[config.mk]
export PLATFORM = sky130hd
export DESIGN_NAME = rapid_move_duration_unit_flat
export DESIGN_NICKNAME = d
export VERILOG_FILES = /design/src/rmd_pkg.sv /design/src/rmd_if.sv /design/src/rmd_cfg.sv /design/src/rmd_div.sv /design/src/rapid_move_duration_unit.sv /design/src/flat_wrapper.sv
export VERILOG_INCLUDE_DIRS = /design/src /design/src/src
export SDC_FILE = /design/constraint.sdc
export NUM_CORES = 1
export LEC_CHECK = 0
export ABC_AREA = 1
export ABC_CLOCK_PERIOD_IN_PS = 6650
export BUFFER_PORTS_ARGS = -buffer_cell sky130_fd_sc_hd__buf_2
export CAP_MARGIN = 10
export CORE_UTILIZATION = 50
export CTS_BUF_LIST = sky130_fd_sc_hd__clkbuf_4 sky130_fd_sc_hd__clkbuf_8
export DETAILED_ROUTE_END_ITERATION = 10
export PLACE_DENSITY = 0.67
export SLEW_MARGIN = 20
export SYNTH_ARGS = -nofsm -noshare
export SYNTH_HDL_FRONTEND = slang
export SYNTH_SLANG_ARGS = --single-unit
[constraint.sdc]
create_clock -name clk_i -period 6.65 [get_ports clk_i]
set_input_delay 1.33 -clock clk_i [delete_from_list [all_inputs] [get_ports clk_i]]
set_output_delay 1.33 -clock clk_i [all_outputs]
set_load 0.1 [all_outputs]
[src/assert_macros.svh]
// ----------------------------------------------------------------------------
// assert_macros.svh
// Assertion helpers for the rapid move duration unit. All expect the
// enclosing module to have clk_i and an active low rst_ni.
// ----------------------------------------------------------------------------
`ifndef ASSERT_MACROS_SVH
`define ASSERT_MACROS_SVH

// Property holds at every clock edge outside reset.
`define RMD_ASSERT(lbl, prop, msg) \
  lbl: assert property (@(posedge clk_i) disable iff (!rst_ni) prop) \
    else $error(msg);

// Condition never holds outside reset.
`define RMD_ASSERT_NEVER(lbl, cond, msg) \
  lbl: assert property (@(posedge clk_i) disable iff (!rst_ni) !(cond)) \
    else $error(msg);

`endif

[src/rmd_pkg.sv]
// ----------------------------------------------------------------------------
// rmd_pkg
// Shared widths, codes and bundle types of the rapid move duration unit.
// ----------------------------------------------------------------------------
package rmd_pkg;

  localparam int unsigned RATE_W   = 24;
  localparam int unsigned MASK_W   = 3;
  localparam int unsigned POS_W    = 28;
  localparam int unsigned DIST_W   = 28;  // |end - start| < 2^28
  localparam int unsigned AXIS_W   = 4;
  localparam int unsigned CFG_IDX_W = 4;
  localparam int unsigned TIME_W   = 48;
  localparam int unsigned DIV_CNT_W = $clog2(TIME_W);

  localparam logic [19:0] US_PER_S = 20'd1000000;

  typedef enum logic [CFG_IDX_W-1:0] {
    CFG_GLOBAL = 4'd0,
    CFG_X      = 4'd1,
    CFG_Y      = 4'd2,
    CFG_Z      = 4'd3,
    CFG_MASK   = 4'd4,
    CFG_A      = 4'd5,
    CFG_B      = 4'd6,
    CFG_C      = 4'd7
  } cfg_reg_e;

  typedef enum logic [AXIS_W-1:0] {
    AX_X = 4'd0,
    AX_Y = 4'd1,
    AX_Z = 4'd2,
    AX_A = 4'd3,
    AX_B = 4'd4,
    AX_C = 4'd5,
    AX_U = 4'd6,
    AX_V = 4'd7,
    AX_W = 4'd8
  } axis_e;

  typedef struct packed {
    logic              axis_ok;
    logic [RATE_W-1:0] rate;
  } rate_sel_t;

  typedef struct packed {
    logic              start;
    logic [TIME_W-1:0] dividend;
    logic [RATE_W-1:0] divisor;
  } div_req_t;

  typedef struct packed {
    logic              busy;
    logic              done;
    logic [TIME_W-1:0] quotient;
  } div_rsp_t;

endpackage

[src/rmd_if.sv]
// ----------------------------------------------------------------------------
// rmd_in_if / rmd_out_if
// Valid/ready channels for axis requests and move results.
// ----------------------------------------------------------------------------
interface rmd_in_if;
  logic                             valid;
  logic                             ready;
  logic        [rmd_pkg::AXIS_W-1:0] axis_id;
  logic signed [rmd_pkg::POS_W-1:0]  start_pos;
  logic signed [rmd_pkg::POS_W-1:0]  end_pos;
  logic                             last_axis;

  modport source (output valid, axis_id, start_pos, end_pos, last_axis, input ready);
  modport sink   (input valid, axis_id, start_pos, end_pos, last_axis, output ready);
endinterface

interface rmd_out_if;
  logic                        valid;
  logic                        ready;
  logic [rmd_pkg::TIME_W-1:0]  duration_us;
  logic                        infinite_time_error;

  modport source (output valid, duration_us, infinite_time_error, input ready);
  modport sink   (input valid, duration_us, infinite_time_error, output ready);
endinterface

[src/rmd_cfg.sv]
// ----------------------------------------------------------------------------
// rmd_cfg
// Rate registers and per-axis rate selection.
// ----------------------------------------------------------------------------
module rmd_cfg (
  input  logic                            clk_i,
  input  logic                            rst_ni,
  input  logic                            cfg_we_i,
  input  logic [rmd_pkg::CFG_IDX_W-1:0]   cfg_idx_i,
  input  logic [rmd_pkg::RATE_W-1:0]      cfg_data_i,
  input  logic [rmd_pkg::AXIS_W-1:0]      axis_id_i,
  output rmd_pkg::rate_sel_t              rate_sel_o
);

  logic [rmd_pkg::RATE_W-1:0] global_q, x_q, y_q, z_q, a_q, b_q, c_q;
  logic [rmd_pkg::MASK_W-1:0] mask_q;

  always_ff @(posedge clk_i or negedge rst_ni) begin
    if (!rst_ni) begin
      global_q <= '0;
      x_q      <= '0;
      y_q      <= '0;
      z_q      <= '0;
      a_q      <= '0;
      b_q      <= '0;
      c_q      <= '0;
      mask_q   <= '0;
    end else if (cfg_we_i) begin
      unique case (cfg_idx_i)
        rmd_pkg::CFG_GLOBAL: global_q <= cfg_data_i;
        rmd_pkg::CFG_X:      x_q      <= cfg_data_i;
        rmd_pkg::CFG_Y:      y_q      <= cfg_data_i;
        rmd_pkg::CFG_Z:      z_q      <= cfg_data_i;
        rmd_pkg::CFG_MASK:   mask_q   <= cfg_data_i[rmd_pkg::MASK_W-1:0];
        rmd_pkg::CFG_A:      a_q      <= cfg_data_i;
        rmd_pkg::CFG_B:      b_q      <= cfg_data_i;
        rmd_pkg::CFG_C:      c_q      <= cfg_data_i;
        default: ;  // unmapped index, dropped
      endcase
    end
  end

  always_comb begin
    rate_sel_o.axis_ok = 1'b1;
    rate_sel_o.rate    = global_q;
    unique case (axis_id_i) inside
      rmd_pkg::AX_X: rate_sel_o.rate = mask_q[0] ? x_q : global_q;
      rmd_pkg::AX_Y: rate_sel_o.rate = mask_q[1] ? y_q : global_q;
      rmd_pkg::AX_Z: rate_sel_o.rate = mask_q[2] ? z_q : global_q;
      rmd_pkg::AX_A: rate_sel_o.rate = a_q;
      rmd_pkg::AX_B: rate_sel_o.rate = b_q;
      rmd_pkg::AX_C: rate_sel_o.rate = c_q;
      rmd_pkg::AX_U, rmd_pkg::AX_V, rmd_pkg::AX_W: rate_sel_o.rate = global_q;
      default: rate_sel_o.axis_ok = 1'b0;
    endcase
  end

endmodule

[src/rmd_div.sv]
// ----------------------------------------------------------------------------
// rmd_div
// Restoring divider, one quotient bit per cycle on a shared subtract/compare.
// ----------------------------------------------------------------------------
`include "assert_macros.svh"

module rmd_div (
  input  logic               clk_i,
  input  logic               rst_ni,
  input  rmd_pkg::div_req_t  req_i,
  output rmd_pkg::div_rsp_t  rsp_o
);

  localparam int unsigned TW = rmd_pkg::TIME_W;
  localparam int unsigned RW = rmd_pkg::RATE_W;
  localparam int unsigned CW = rmd_pkg::DIV_CNT_W;

  logic          busy_q, busy_d;
  logic          done_q, done_d;
  logic [CW-1:0] cnt_q, cnt_d;
  logic [RW-1:0] rem_q, rem_d;
  logic [RW-1:0] dvs_q, dvs_d;
  logic [TW-1:0] quo_q, quo_d;

  logic [RW:0]   shifted;
  logic [RW+1:0] trial;
  logic          ge;

  // Dividend bits leave the top of quo_q while quotient bits enter below.
  assign shifted = {rem_q, quo_q[TW-1]};
  assign trial   = {1'b0, shifted} - {2'b00, dvs_q};
  assign ge      = ~trial[RW+1];

  always_comb begin
    busy_d = busy_q;
    done_d = 1'b0;
    cnt_d  = cnt_q;
    rem_d  = rem_q;
    dvs_d  = dvs_q;
    quo_d  = quo_q;
    if (req_i.start) begin
      busy_d = 1'b1;
      cnt_d  = CW'(TW - 1);
      rem_d  = '0;
      dvs_d  = req_i.divisor;
      quo_d  = req_i.dividend;
    end else if (busy_q) begin
      rem_d = ge ? trial[RW-1:0] : shifted[RW-1:0];
      quo_d = {quo_q[TW-2:0], ge};
      cnt_d = cnt_q - 1'b1;
      if (cnt_q == '0) begin
        busy_d = 1'b0;
        done_d = 1'b1;
      end
    end
  end

  always_ff @(posedge clk_i or negedge rst_ni) begin
    if (!rst_ni) begin
      busy_q <= 1'b0;
      done_q <= 1'b0;
      cnt_q  <= '0;
    end else begin
      busy_q <= busy_d;
      done_q <= done_d;
      cnt_q  <= cnt_d;
    end
  end

  always_ff @(posedge clk_i) begin
    rem_q <= rem_d;
    dvs_q <= dvs_d;
    quo_q <= quo_d;
  end

  assign rsp_o.busy     = busy_q;
  assign rsp_o.done     = done_q;
  assign rsp_o.quotient = quo_q;

  `RMD_ASSERT(a_start_idle, req_i.start |-> !busy_q, "divider restarted while busy")
  `RMD_ASSERT(a_done_after_last, busy_q && cnt_q == '0 |=> done_q && !busy_q, "divider missed done")
  `RMD_ASSERT_NEVER(a_busy_and_done, busy_q && done_q, "divider busy and done together")

endmodule

[src/rapid_move_duration_unit.sv]
// ----------------------------------------------------------------------------
// rapid_move_duration_unit
// Time of a rapid move in microseconds, set by its slowest axis.
// ----------------------------------------------------------------------------
// One axis request is accepted at a time. A request with a nonzero rate passes
// from acceptance through the travel multiply (|end - start| * 1e6) in ST_MUL,
// the serial divider in ST_DIV (one quotient bit per cycle on its single
// subtract/compare), the divider flagging done and the running maximum update
// in ST_UPD before the unit is ready again. An axis with zero rate or an unknown
// id skips the divider and goes from ST_MUL straight to ST_UPD. The move
// result sits in an output register; new requests are accepted while it waits,
// but a request marked last holds in the update step until that register has
// been taken. time = floor(travel * 1e6 / rate) always fits 48 bits.
// ----------------------------------------------------------------------------
`include "assert_macros.svh"

module rapid_move_duration_unit (
  input  logic                          clk_i,
  input  logic                          rst_ni,
  input  logic                          cfg_we_i,
  input  logic [rmd_pkg::CFG_IDX_W-1:0] cfg_idx_i,
  input  logic [rmd_pkg::RATE_W-1:0]    cfg_data_i,
  rmd_in_if.sink                        in_i,
  rmd_out_if.source                     out_o
);

  localparam int unsigned TW = rmd_pkg::TIME_W;
  localparam int unsigned RW = rmd_pkg::RATE_W;
  localparam int unsigned DW = rmd_pkg::DIST_W;
  localparam int unsigned PW = rmd_pkg::POS_W;

  localparam logic [TW-1:0] US_PER_S_W = TW'(rmd_pkg::US_PER_S);

  typedef enum logic [3:0] {
    ST_IDLE = 4'b0001,
    ST_MUL  = 4'b0010,
    ST_DIV  = 4'b0100,
    ST_UPD  = 4'b1000
  } state_e;

  state_e st_q, st_d;

  rmd_pkg::rate_sel_t rate_sel;
  rmd_pkg::div_req_t  div_req;
  rmd_pkg::div_rsp_t  div_rsp;

  logic [RW-1:0] rate_q;
  logic          axis_ok_q;
  logic [DW-1:0] dist_q;
  logic          last_q;
  logic          use_div_q, use_div_d;
  logic [TW-1:0] max_q, max_d;
  logic          err_q, err_d;
  logic          out_valid_q, out_valid_d;
  logic [TW-1:0] out_dur_q;
  logic          out_err_q;

  logic          accept;
  logic          out_free;
  logic          emit;
  logic [PW:0]   diff;
  logic [PW:0]   diff_abs;
  logic [TW-1:0] upd_max;

  rmd_cfg u_cfg (
    .clk_i      (clk_i),
    .rst_ni     (rst_ni),
    .cfg_we_i   (cfg_we_i),
    .cfg_idx_i  (cfg_idx_i),
    .cfg_data_i (cfg_data_i),
    .axis_id_i  (in_i.axis_id),
    .rate_sel_o (rate_sel)
  );

  rmd_div u_div (
    .clk_i  (clk_i),
    .rst_ni (rst_ni),
    .req_i  (div_req),
    .rsp_o  (div_rsp)
  );

  assign in_i.ready = (st_q == ST_IDLE);
  assign accept     = in_i.valid & in_i.ready;
  assign out_free   = ~out_valid_q | out_o.ready;

  assign diff     = {in_i.end_pos[PW-1], in_i.end_pos}
                  - {in_i.start_pos[PW-1], in_i.start_pos};
  assign diff_abs = diff[PW] ? (~diff + 1'b1) : diff;

  assign div_req.start    = (st_q == ST_MUL) && axis_ok_q && (rate_q != '0);
  assign div_req.dividend = dist_q * US_PER_S_W;
  assign div_req.divisor  = rate_q;

  assign upd_max = (use_div_q && (div_rsp.quotient > max_q)) ? div_rsp.quotient : max_q;
  assign emit    = (st_q == ST_UPD) && last_q && out_free;

  always_comb begin
    st_d      = st_q;
    use_div_d = use_div_q;
    max_d     = max_q;
    err_d     = err_q;
    unique case (st_q)
      ST_IDLE: begin
        if (accept) st_d = ST_MUL;
      end
      ST_MUL: begin
        use_div_d = div_req.start;
        if (div_req.start) begin
          st_d = ST_DIV;
        end else begin
          if (axis_ok_q && (dist_q != '0)) err_d = 1'b1;
          st_d = ST_UPD;
        end
      end
      ST_DIV: begin
        if (div_rsp.done) st_d = ST_UPD;
      end
      ST_UPD: begin
        if (!last_q) begin
          max_d = upd_max;
          st_d  = ST_IDLE;
        end else if (out_free) begin
          max_d = '0;
          err_d = 1'b0;
          st_d  = ST_IDLE;
        end
      end
      default: st_d = ST_IDLE;
    endcase
  end

  always_comb begin
    out_valid_d = out_valid_q;
    if (out_valid_q && out_o.ready) out_valid_d = 1'b0;
    if (emit) out_valid_d = 1'b1;
  end

  always_ff @(posedge clk_i or negedge rst_ni) begin
    if (!rst_ni) begin
      st_q        <= ST_IDLE;
      use_div_q   <= 1'b0;
      max_q       <= '0;
      err_q       <= 1'b0;
      out_valid_q <= 1'b0;
    end else begin
      st_q        <= st_d;
      use_div_q   <= use_div_d;
      max_q       <= max_d;
      err_q       <= err_d;
      out_valid_q <= out_valid_d;
    end
  end

  always_ff @(posedge clk_i) begin
    if (accept) begin
      rate_q    <= rate_sel.rate;
      axis_ok_q <= rate_sel.axis_ok;
      dist_q    <= diff_abs[DW-1:0];
      last_q    <= in_i.last_axis;
    end
    if (emit) begin
      out_dur_q <= upd_max;
      out_err_q <= err_q;
    end
  end

  assign out_o.valid               = out_valid_q;
  assign out_o.duration_us         = out_dur_q;
  assign out_o.infinite_time_error = out_err_q;

  `RMD_ASSERT_NEVER(a_div_zero, div_req.start && (div_req.divisor == '0), "divide by zero rate")
  `RMD_ASSERT(a_div_live, st_q == ST_DIV |-> div_rsp.busy || div_rsp.done, "divider idle in DIV")
  `RMD_ASSERT(a_clear_after_emit, emit |=> (max_q == '0) && !err_q, "move state not cleared")
  `RMD_ASSERT(a_hold_blocked, (st_q == ST_UPD) && last_q && !out_free |=> st_q == ST_UPD, "result overrun")

endmodule

[src/flat_wrapper.sv]
// flat-port wrapper written by rule: the top's interface ports become plain ports
module rapid_move_duration_unit_flat 
  (clk_i, rst_ni, cfg_we_i, cfg_idx_i, cfg_data_i, in_i_valid, in_i_axis_id, in_i_start_pos, in_i_end_pos, in_i_last_axis, in_i_ready, out_o_valid, out_o_duration_us, out_o_infinite_time_error, out_o_ready);
  rmd_in_if in_i_i ();
  rmd_out_if out_o_i ();
  input  logic clk_i;
  input  logic rst_ni;
  input  logic cfg_we_i;
  input  logic [rmd_pkg::CFG_IDX_W-1:0] cfg_idx_i;
  input  logic [rmd_pkg::RATE_W-1:0] cfg_data_i;
  input wire logic [$bits(in_i_i.valid)-1:0] in_i_valid;
  input wire logic [$bits(in_i_i.axis_id)-1:0] in_i_axis_id;
  input wire logic [$bits(in_i_i.start_pos)-1:0] in_i_start_pos;
  input wire logic [$bits(in_i_i.end_pos)-1:0] in_i_end_pos;
  input wire logic [$bits(in_i_i.last_axis)-1:0] in_i_last_axis;
  output wire logic [$bits(in_i_i.ready)-1:0] in_i_ready;
  output wire logic [$bits(out_o_i.valid)-1:0] out_o_valid;
  output wire logic [$bits(out_o_i.duration_us)-1:0] out_o_duration_us;
  output wire logic [$bits(out_o_i.infinite_time_error)-1:0] out_o_infinite_time_error;
  input wire logic [$bits(out_o_i.ready)-1:0] out_o_ready;
  assign in_i_i.valid = in_i_valid;
  assign in_i_i.axis_id = in_i_axis_id;
  assign in_i_i.start_pos = in_i_start_pos;
  assign in_i_i.end_pos = in_i_end_pos;
  assign in_i_i.last_axis = in_i_last_axis;
  assign in_i_ready = in_i_i.ready;
  assign out_o_valid = out_o_i.valid;
  assign out_o_duration_us = out_o_i.duration_us;
  assign out_o_infinite_time_error = out_o_i.infinite_time_error;
  assign out_o_i.ready = out_o_ready;
  rapid_move_duration_unit u_core (.clk_i(clk_i), .rst_ni(rst_ni), .cfg_we_i(cfg_we_i), .cfg_idx_i(cfg_idx_i), .cfg_data_i(cfg_data_i), .in_i(in_i_i), .out_o(out_o_i));
endmodule
[After elaboration in Yosys (flattened, before gate mapping)]
Cells that the tools add are included.
Operators by class
  add/sub/neg operators: 4
  multipliers: 1
  magnitude comparators: 1
  equal/unequal tests: 27
  mux-type cells: 33
  bitwise gates (word level): 5
  reduce and logical (&&, ||, !) cells: 27
Operator list (number)
  $mux 48: 5
  $pmux 24 s6: 1
  $mux 24: 4
  $gt 48x48->1: 1
  $mul 28x14->42 const B: 1
  $eq 4x3->1 const B: 9
  $sub 28x28->29: 1
  $add 28x1->28 const B: 1
  $mux 28: 1
  $not 28->28: 1
  $reduce_bool 28->1: 1
  $sub 25x24->26: 1
  $reduce_bool 24->1: 1
  $eq 4x2->1 const B: 5
  $mux 4: 5
  $reduce_and 2->1: 9
  $pmux 4 s4: 1
  $mux 1: 13
  $eq 4x1->1 const B: 3
  $mux 6: 2
  $ne 2x2->1 const B: 5
  $reduce_or 9->1: 1
  $eq 4x4->1 const B: 2
  $logic_not 4->1: 2
  other kinds (12): 22
Word-level totals
  bits in registers: 433
  input port bits: 94
  output and inout port bits: 51
  logic and storage cells: 124

[Logic depth before layout (Yosys ltp)]
Gate-level depths: netlist of run 1.
  word-level depth: 5
  mapped depth: 24
  gate-level depth less buffers: 24

[By module]
From an unflattened synthesis of run 1, not the netlist that was laid out.
Unflattened totals
  cells, all modules: 4186
  area, all modules: 32317.2 um2
By module, submodules not included
  rapid_move_duration_unit: times used 1, cells each 2151, area an instance 17376.7 um2
  rmd_cfg: times used 1, cells each 1198, area an instance 8649.5 um2
  rmd_div: times used 1, cells each 837, area an instance 6291.0 um2

[Least setup slack after synthesis of run 1]
Ideal clock, no wire load.
  path kind: register -> register
  start point: reg u_core.st_q[0]
  end point: reg u_core.axis_ok_q (enable)
  setup time: 0.533 ns
  data arrival time: 6.901 ns
  data required time: 6.117 ns
  path slack: -0.783 ns
  stages on the path, launching flop included: 5
  cells stage by stage: dfstp_2 > inv_1 > nor3_1 > inv_1 > nor3_1
Between the ends
  longest elaborated chain between the ends: 2
Ends and longest elaborated chain
  from (decl): line rapid_move_duration_unit.sv:41  | state_e st_q, st_d;
  from (signal assigned): line rapid_move_duration_unit.sv:146  | st_q <= st_d;
  $eq 4x1->1: line rapid_move_duration_unit.sv:82  | assign in_i.ready = (st_q == ST_IDLE);
  named net in_i_ready: line flat_wrapper.sv:16  | output wire logic [$bits(in_i_i.ready)-1:0] in_i_ready;
  $and 1x1->1: line rapid_move_duration_unit.sv:83  | assign accept = in_i.valid & in_i.ready;
  named net u_core.accept: line rapid_move_duration_unit.sv:58  | logic accept;
  to (signal assigned): line rapid_move_duration_unit.sv:157  | axis_ok_q <= rate_sel.axis_ok;
  to (decl): line rapid_move_duration_unit.sv:48  | logic axis_ok_q;
The timed path passes the listed nets, and every way through them passes these cells.
A chain may end at the register's enable or synchronous reset.

[Worst setup path in the final report of run 1]
  start point: reg u_core.dist_q[2]
  end point: reg u_core.u_div.quo_q[38] (data pin)
Between the ends
  longest elaborated chain between the ends: 2
Ends and longest elaborated chain
  from (decl): line rapid_move_duration_unit.sv:49  | logic [DW-1:0] dist_q;
  from (signal assigned): line rapid_move_duration_unit.sv:158  | dist_q <= diff_abs[DW-1:0];
  $mul 28x14->42: line rapid_move_duration_unit.sv:91  | assign div_req.dividend = dist_q * US_PER_S_W;
  $mux 48: line rmd_div.sv:41  | if (req_i.start) begin
  named net u_core.u_div.quo_d[38]: line rmd_div.sv:23  | logic [TW-1:0] quo_q, quo_d;
  to (signal assigned): line rmd_div.sv:73  | quo_q <= quo_d;
  to (decl): line rmd_div.sv:23
The timed path passes the listed nets, and every way through them passes these cells.

==> results of run 1 <==
==> logic make-up (layout without fill, tap and decap cells) <==
group                    Yosys count  count (layout)
AO/OA/AOI/OAI                    629             629
other                              0               1
XOR/XNOR                          59              59
AND/OR/NAND/NOR                 1571            1571
flip-flops                       433             433
buffers and inverters            708             899
adder cells (fa/ha/maj)          375             375
==> worst paths after layout <==
kind                       depth (start not counted)                        start  slack, ps                                 end
max                                               18   u_core.dist_q[2]$_DFFE_PP_        600    u_core.u_div.quo_q[38]$_DFFE_PP_
min                                                0  u_core.rate_q[13]$_DFFE_PP_        440    u_core.u_div.dvs_q[13]$_DFFE_PP_
max reg2reg                                       18   u_core.dist_q[2]$_DFFE_PP_        600    u_core.u_div.quo_q[38]$_DFFE_PP_
min reg2reg                                        0  u_core.rate_q[13]$_DFFE_PP_        440    u_core.u_div.dvs_q[13]$_DFFE_PP_
max in group asynchronous                          2                       rst_ni       4630  u_core.u_cfg.mask_q[0]$_DFFE_PN0P_
min in group asynchronous                          1                       rst_ni        600         u_core.max_q[9]$_DFFE_PN0P_
==> cells in the mapped netlist, types with 2 or more instances <==
cell type and n:
sky130_fd_sc_hd__a21oi_2 2, sky130_fd_sc_hd__edfxtp_1 169, sky130_fd_sc_hd__inv_2 8, sky130_fd_sc_hd__nand2_1 964, sky130_fd_sc_hd__nor2_1 185, sky130_fd_sc_hd__a211oi_1 27
sky130_fd_sc_hd__a21o_1 6, sky130_fd_sc_hd__buf_1 7, sky130_fd_sc_hd__buf_4 6, sky130_fd_sc_hd__o211ai_1 20, sky130_fd_sc_hd__o21ai_1 2, sky130_fd_sc_hd__nand3b_1 17
sky130_fd_sc_hd__dfxtp_1 30, sky130_fd_sc_hd__xor2_1 33, sky130_fd_sc_hd__o22ai_1 21, sky130_fd_sc_hd__o21ai_0 351, sky130_fd_sc_hd__a31oi_1 9, sky130_fd_sc_hd__nor3_1 23
sky130_fd_sc_hd__nand2_2 19, sky130_fd_sc_hd__clkbuf_1 82, sky130_fd_sc_hd__o2111ai_1 25, sky130_fd_sc_hd__a21oi_1 136, sky130_fd_sc_hd__inv_1 583, sky130_fd_sc_hd__o21bai_1 11
sky130_fd_sc_hd__a21boi_0 4, sky130_fd_sc_hd__a221oi_1 2, sky130_fd_sc_hd__ha_1 258, sky130_fd_sc_hd__o21a_1 5, sky130_fd_sc_hd__dfrtp_1 233, sky130_fd_sc_hd__nand3_2 9
sky130_fd_sc_hd__buf_2 21, sky130_fd_sc_hd__xnor2_1 25, sky130_fd_sc_hd__nand4_1 30, sky130_fd_sc_hd__fa_1 117, sky130_fd_sc_hd__o221ai_1 2, sky130_fd_sc_hd__and2_1 51
sky130_fd_sc_hd__nor2_2 9, sky130_fd_sc_hd__o31ai_1 2, sky130_fd_sc_hd__nor4_1 12, sky130_fd_sc_hd__nand3_1 236, sky130_fd_sc_hd__and3_1 2, sky130_fd_sc_hd__nor2_4 7
==> placed cells by master, fill, tap and decap left out, drive strengths merged, types with 27 or more instances in the layout <==
cell and count:
edfxtp 169, and2 51, inv 597, xor2 34, a21oi 138, ha 258
nand2 983, clkbuf 110, nand4 31, buf 171, a211oi 27, dfrtp 233
fa 117, dfxtp 30, nand3 245, nor2 201, o21ai 353
==> metrics by stage <==
stage,area [um2],cells
4_1_cts,33700,4748
5_1_grt,33700,4749
2_1_floorplan,30600,3775
3_5_place_dp,32100,4612
6_report,33700,4749
3_3_place_gp,32100,4612
==> final cells by class <==
class                           instances  area [um2]
Multi-Input combinational cell       2634       16400
Sequential cell                       433       11500
Timing Repair Buffer                  171         946
Inverter                              592        2220
Tap cell                              782         978
Fill cell                            5849       26700
Clock buffer                          110        1360
Clock inverter                         26         209
Antenna cell                            1        2.50
==> routing by layer <==
layer  track usage (%)  up-vias  share of wire, %
li1                  -    12600                 -
met1              34.0    11500                46
met2              40.9      596                46
met3              4.04      105               5.8
met4              6.38        2               1.9
met5                 0        -             0.011
==> flip-flops by register name, summed over array words and instances (netlist names), 3 cells and up <==
| register | count |
|---|---|
| u_core.max_q | 48 |
| u_core.out_o.duration_us | 48 |
| u_core.u_div.quo_q | 48 |
| u_core.dist_q | 28 |
| u_core.rate_q | 24 |
| u_core.u_cfg.a_q | 24 |
| u_core.u_cfg.b_q | 24 |
| u_core.u_cfg.c_q | 24 |
| u_core.u_cfg.global_q | 24 |
| u_core.u_cfg.x_q | 24 |
| u_core.u_cfg.y_q | 24 |
| u_core.u_cfg.z_q | 24 |
| u_core.u_div.dvs_q | 24 |
| u_core.u_div.rem_q | 24 |
| u_core.u_div.cnt_q | 6 |
| u_core.st_q | 4 |
| u_core.u_cfg.mask_q | 3 |
==> results.txt, run 1 <==
~150 I/O pins were placed. The net count after synthesis came out at ~4,200. The synthesized-area fraction occupied by xor and xnor cells is under 10%. The worst hold path belongs to the class reg2reg. Of all nets on the critical path, the largest fanout is 5. The sum of negative setup slack is 0 ps. The total setup buffers inserted after CTS is 0.

The global route total overflow came out at 0. Setup repair after global routing left no endpoint under its margin. The cell area after synthesis came out at 30,600 um2. The number of synthesized flops with an enable pin came out at approximately 170. The number of global-route vias before repair came out at about 24,000. The clock transition at the registers of the reported paths came out at around 60 ps. The fmax came out at roughly 170 MHz. The number of placement rows came out at 90.

Entering global routing, the biggest net connects 172 pins. By area the synthesized netlist is led by sky130_fd_sc_hd__dfrtp_1 (19%), sky130_fd_sc_hd__edfxtp_1 (17%), sky130_fd_sc_hd__nand2_1 (12%), sky130_fd_sc_hd__ha_1 (11%), sky130_fd_sc_hd__fa_1 (7.7%). The DRC violation count after routing came out at 0. The full die area is a little over 60,000 um2. The count of unique library cells instantiated by Yosys came out at 56. The synthesized netlist cell count came out at 3,775. The number of sinks handled by clock tree synthesis came out at 433. The average footprint of a synthesized cell came out at 8.10 um2. The main combinational cell family by area after synthesis is simple AND/OR/NAND/NOR gates. The worst relative slew slack came out at 29.9%. The data arrival time of the worst path is 6440 ps. The deepest level of the CTS H-tree is 3. The worst setup path is launched from a register. For the pin with the worst max-slew slack, the measured transition is 1050 ps. The wire-length estimate of the detail-placed layout is roughly 55 mm. The first-pass GRT wire length came out at 124 mm. The root buffer cell chosen for the clock tree is sky130_fd_sc_hd__clkbuf_8. The placeable core region is between 60,000 and 70,000 um2. The mux cell area share after synthesis came out at 0%. The worst setup margin is 601 ps. Using the TritonRoute via totals, the vias-per-cell ratio works out to 5.22. The critical path contains buffers and inverters numbering 5 combined.

The cell family contributing the most delay on the critical path is adder cells. Across the routed clock network, the largest skew measured is 39.0 ps. The number of buffers on the longest clock path is 3. The final setup violation count came out at 0. Summing the areas of all fa, ha and maj instances in the mapped netlist gives 18.2% of the synthesized area. The number of antenna violations at the first check in global routing is 2. Summing over every cut layer, the via total after detailed routing is 24,800. The run finished with clean final reports.

The final cell utilization of the core is approximately 56%. The largest single stage delay on the critical path is 590 ps. In the synthesized netlist the async set-or-reset flop fraction comes to 54.0%.

The number of input and output port buffers inserted came out at 144. The post-detailed-route count of antenna-violating nets is 0. The effective utilization at floorplan came out at 50.7%. The average wire per cell in the routed design came out at 15.9 um. The number of synthesized register bits came out at 433. The post-route worst hold slack came out at ~440 ps.

The area overhead of the layout relative to synthesis came out at 10.1%. The sequential cell area fraction in the yosys report came out at 37.7%. The slowest library cell on the worst path is sky130_fd_sc_hd__fa_1. Wires add up to 75.5 mm. The first detailed-routing pass took 5 iterations. The largest area contributor in the synthesized netlist is sky130_fd_sc_hd__dfrtp_1.

The number of nets in the layout is 4,377. The final count of pins violating max slew is 0. The number of hold-repair buffers added at the cts stage came out at 0. The number of hold violations in the final report came to 0. The startpoint-to-endpoint class of the critical path is reg2reg. The final weighted congestion of routability-driven global placement is 0.897. The clock network latency to the later pin of the worst-skew pair is roughly 680 ps.

The count of synthesis-stage warnings from yosys came out at 0. The worst setup path is captured at a register. The final critical-path required period came out at 6050 ps. The most frequently used flop master after synthesis is sky130_fd_sc_hd__dfrtp_1. The number of DRC markers in iteration 0 came out at 1,486. The overall global routing resource usage came out at 24.8%. The top cell type's share of synthesized area came out at 19.1%. Clock tree synthesis inserted a total of 76 buffers. Timing analysis after detailed placement gives a worst setup slack of 635 ps. Walking the worst path, the cells encountered are inv_1, fa_1, inv_1, fa_1, fa_1, fa_1, ha_1, inv_1, fa_1, inv_1, ha_1, a21oi_1, inv_1, a21oi_1, a21boi_0, o21ai_0, o21ai_0, o21ai_0.

The simple-gate share of the synthesized area is between 20% and 30%. The count of cells resized by post-cts repair came out at 0. The share of the synthesized area in compound gates (AO/OA/AOI/OAI) came out at a little under an eighth. For the worst setup path, the data required time is 7040 ps. Measured along the x axis, the die boundary spans 249 um.

The max capacitance violation total is 0. The die height came out at between 200 and 250 um. TritonCTS built the clock tree. The share of final-layout standard cells stronger than drive strength 1 is approximately 9.3%. The share of the clock period used by the worst path came out at 91.0%.
Power of run 1 is not shown: default switching activity piles up to over one toggle a cycle in this logic, so the estimate is an artifact.
==> inputs of run 2 (changes only) <==
Settings changed: CELL_PAD_IN_SITES_DETAIL_PLACEMENT from default to 0, CELL_PAD_IN_SITES_GLOBAL_PLACEMENT from default to 2, CORE_UTILIZATION 50 to 39, PLACE_DENSITY 0.67 to default, PLACE_DENSITY_LB_ADDON from default to 0.1.
==> results.txt, run 2 (same netlist as run 1, synthesis figures left out) <==
Outcome: finished clean (unchanged). The number of DRC markers in iteration 0 is 1,423 (was 1,486). The pin slew with the least headroom to its limit came out at 1110 ps (was 1050 ps). The first-pass GRT wire length came to 142 mm (was 124 mm). Commonest cells after routing, fill and taps aside: sky130_fd_sc_hd__nand2_1 (964), sky130_fd_sc_hd__inv_1 (583), sky130_fd_sc_hd__o21ai_0 (351) (unchanged). The fmax was 159 MHz (was 165 MHz). The share of final-layout standard cells stronger than drive strength 1 is 10.0% (was 9.28%). The post-detailed-route count of antenna-violating nets came out at 0 (unchanged). The total via count after detailed routing came out at 25,500 (was 24,800). The number of sinks handled by clock tree synthesis is 433 (unchanged). The sum of negative setup slack came out at 0 ps (unchanged). Cells along the critical path: inv_1, fa_1, inv_1, fa_1, fa_1, fa_1, ha_1, inv_1, fa_1, inv_1, ha_1, a21oi_1, inv_1, a21oi_1, a21boi_0, o21ai_0, o21ai_0, o21ai_0 (unchanged).

The data arrival time of the worst path came out at 6670 ps (was 6440 ps). The area overhead of the layout relative to synthesis came out at 12.1% (was 10.1%). The number of hold violations in the final report is 0 (unchanged). The effective utilization at floorplan is 39.4% (was 50.7%). The path class of the lowest-slack min-delay path is reg2reg (unchanged). The average wire per cell in the routed design is 17.8 um (was 15.9 um). The placeable core region is 77,600 um2 (was 60,400 um2).

The startpoint-to-endpoint class of the critical path is reg2reg (unchanged). The detailed-route wire length is 89.7 mm (was 75.5 mm). The post-DP HPWL came out at 64.4 mm (was 54.6 mm). The final weighted congestion of routability-driven global placement came out at 0.909 (was 0.897). The fill cell total of the finished layout came out at 7,954 (was 5,849). The largest driver fanout on the critical path is 5 (unchanged). The number of global-route vias before repair is 25,400 (was 24,100).

The slowest library cell on the worst path is sky130_fd_sc_hd__a21boi_0 (was sky130_fd_sc_hd__fa_1). The final setup violation count is 0 (unchanged). The overall global routing resource usage is 22.9% (was 24.8%). The family with the most delay on the worst path is adder cells (unchanged). The non-filler instance count after layout is 5,029 (was 4,749). The horizontal die dimension was 282 um (was 249 um). The number of logic stages on the critical path including buffering came to 18 (unchanged). The number of hold-repair buffers added at the cts stage came out at 0 (unchanged).

The cell chosen for the clock root was sky130_fd_sc_hd__clkbuf_8 (unchanged). The number of placement rows is 102 (was 90). The number of nets in the layout was 4,386 (was 4,377). The hold-critical path depth is 0 (unchanged).

The number of input and output port buffers inserted is 144 (unchanged). The deepest level of the CTS H-tree is 3 (unchanged). The final count of pins violating max slew came out at 0 (unchanged).

The count of cells resized by post-cts repair came to 0 (unchanged). The worst clock skew came to 53.6 ps (was 39.0 ps). The data required time of the worst path is 7040 ps (about the same). The count of placed standard cells including taps came out at 4,871 (was 4,612).

The commonest non-fill, non-tap cell in the layout is sky130_fd_sc_hd__nand2_1 (unchanged). The number of buffers inserted during clock tree synthesis came to 84 (was 76). The number of buffers on the longest clock path was 3 (unchanged). The busiest metal layer after global routing is met2 (unchanged). The global route total overflow is 0 (unchanged). The worst relative slew slack is 25.0% (was 29.9%). The fraction of met2 tracks used by global routing is 37.3% (was 40.9%). The number of iterations in the first detailed-routing pass was 6 (was 5). The DRC violation count after routing is 0 (unchanged).

The total setup buffers inserted after CTS is 0 (unchanged). The met1 global-route usage is 32.0% (was 34.0%). The highest cell delay on the worst timing path was 620 ps (was 590 ps).

The kind of start point of the critical path is a register (unchanged). Unrepaired setup endpoints after global routing: no (unchanged). The pin count of the biggest net entering global routing is 172 (unchanged). The TritonCTS clock tree was yes (unchanged).

The share of the clock period used by the worst path came out at 94.5% (was 91.0%). The clock transition at the registers of the reported paths came out at 80 ps (was 60 ps). The count of cells along the worst register-to-register path came out at 18 (unchanged). The number of antenna violations at the first check in global routing is 4 (was 2). The max capacitance violation total is 0 (unchanged).

The post-detailed-route via-to-cell ratio is 5.06 (was 5.22). The clock network latency to the later pin of the worst-skew pair came out at 690 ps (was 680 ps). The global routing usage on met3 came to 2.63% (was 4.04%). The count of buffer and inverter cells on the critical path is 5 (unchanged). The die height was 282 um (was 249 um). The full die area came out at 79,600 um2 (was 62,200 um2). The capturing element type of the critical path is a register (unchanged).

The total I/O pin count came out at 145 (unchanged). The final critical-path required period came to 6280 ps (was 6050 ps).
[run 2: final timing paths]
| path | startpoint | to | slack [ps] |
|---|---|---|---|
| min in group asynchronous | rst_ni | u_core.max_q[12]$_DFFE_PN0P_ | 620 |
| hold reg to reg | u_core.rate_q[16]$_DFFE_PP_ | u_core.u_div.dvs_q[16]$_DFFE_PP_ | 450 |
| hold / removal | u_core.rate_q[16]$_DFFE_PP_ | u_core.u_div.dvs_q[16]$_DFFE_PP_ | 450 |
| setup reg to reg | u_core.dist_q[3]$_DFFE_PP_ | u_core.u_div.quo_q[38]$_DFFE_PP_ | 370 |
| setup / recovery | u_core.dist_q[3]$_DFFE_PP_ | u_core.u_div.quo_q[38]$_DFFE_PP_ | 370 |
| max in group asynchronous | rst_ni | u_core.u_cfg.global_q[19]$_DFFE_PN0P_ | 4580 |
[run 2: layer usage]
metal  share of wire (%)  vias up  routed length, um
met1                  48    12100              42800
met2                  45      638              40700
met4                 2.7        0               2410
met3                 4.2      149               3780
met5                   0        -                  0
li1                    -    12600                  -
[run 2: cell type report]
| cell class | instances | area (um2) | area share [%] |
|---|---|---|---|
| clock buffer | 136 | 1640 | 4.78 |
| multi-input combinational | 2634 | 16400 | 47.9 |
| inverter | 592 | 2220 | 6.48 |
| sequential | 433 | 11500 | 33.6 |
| clock inverter | 21 | 211 | 0.617 |
| timing repair buffer | 172 | 953 | 2.78 |
| antenna | 1 | 2.50 | 0.00730 |
| tap | 1040 | 1300 | 3.79 |
[run 2: stage by stage]
| stage | utilization (%) | hold slack (ps) | setup WS [ps] | cell area, um2 |
|---|---|---|---|---|
| after floorplan | - | 426 | 845 | 30600 |
| after global placement | 41.8 | 437 | 505 | 32400 |
| after detailed placement | 41.8 | 435 | 443 | 32400 |
| after CTS | 44.2 | 452 | 430 | 34300 |
| after global routing | 44.2 | 457 | 80.6 | 34300 |
| final | 44.2 | 448 | 368 | 34300 |
Power of run 2 is left out for the same reason.
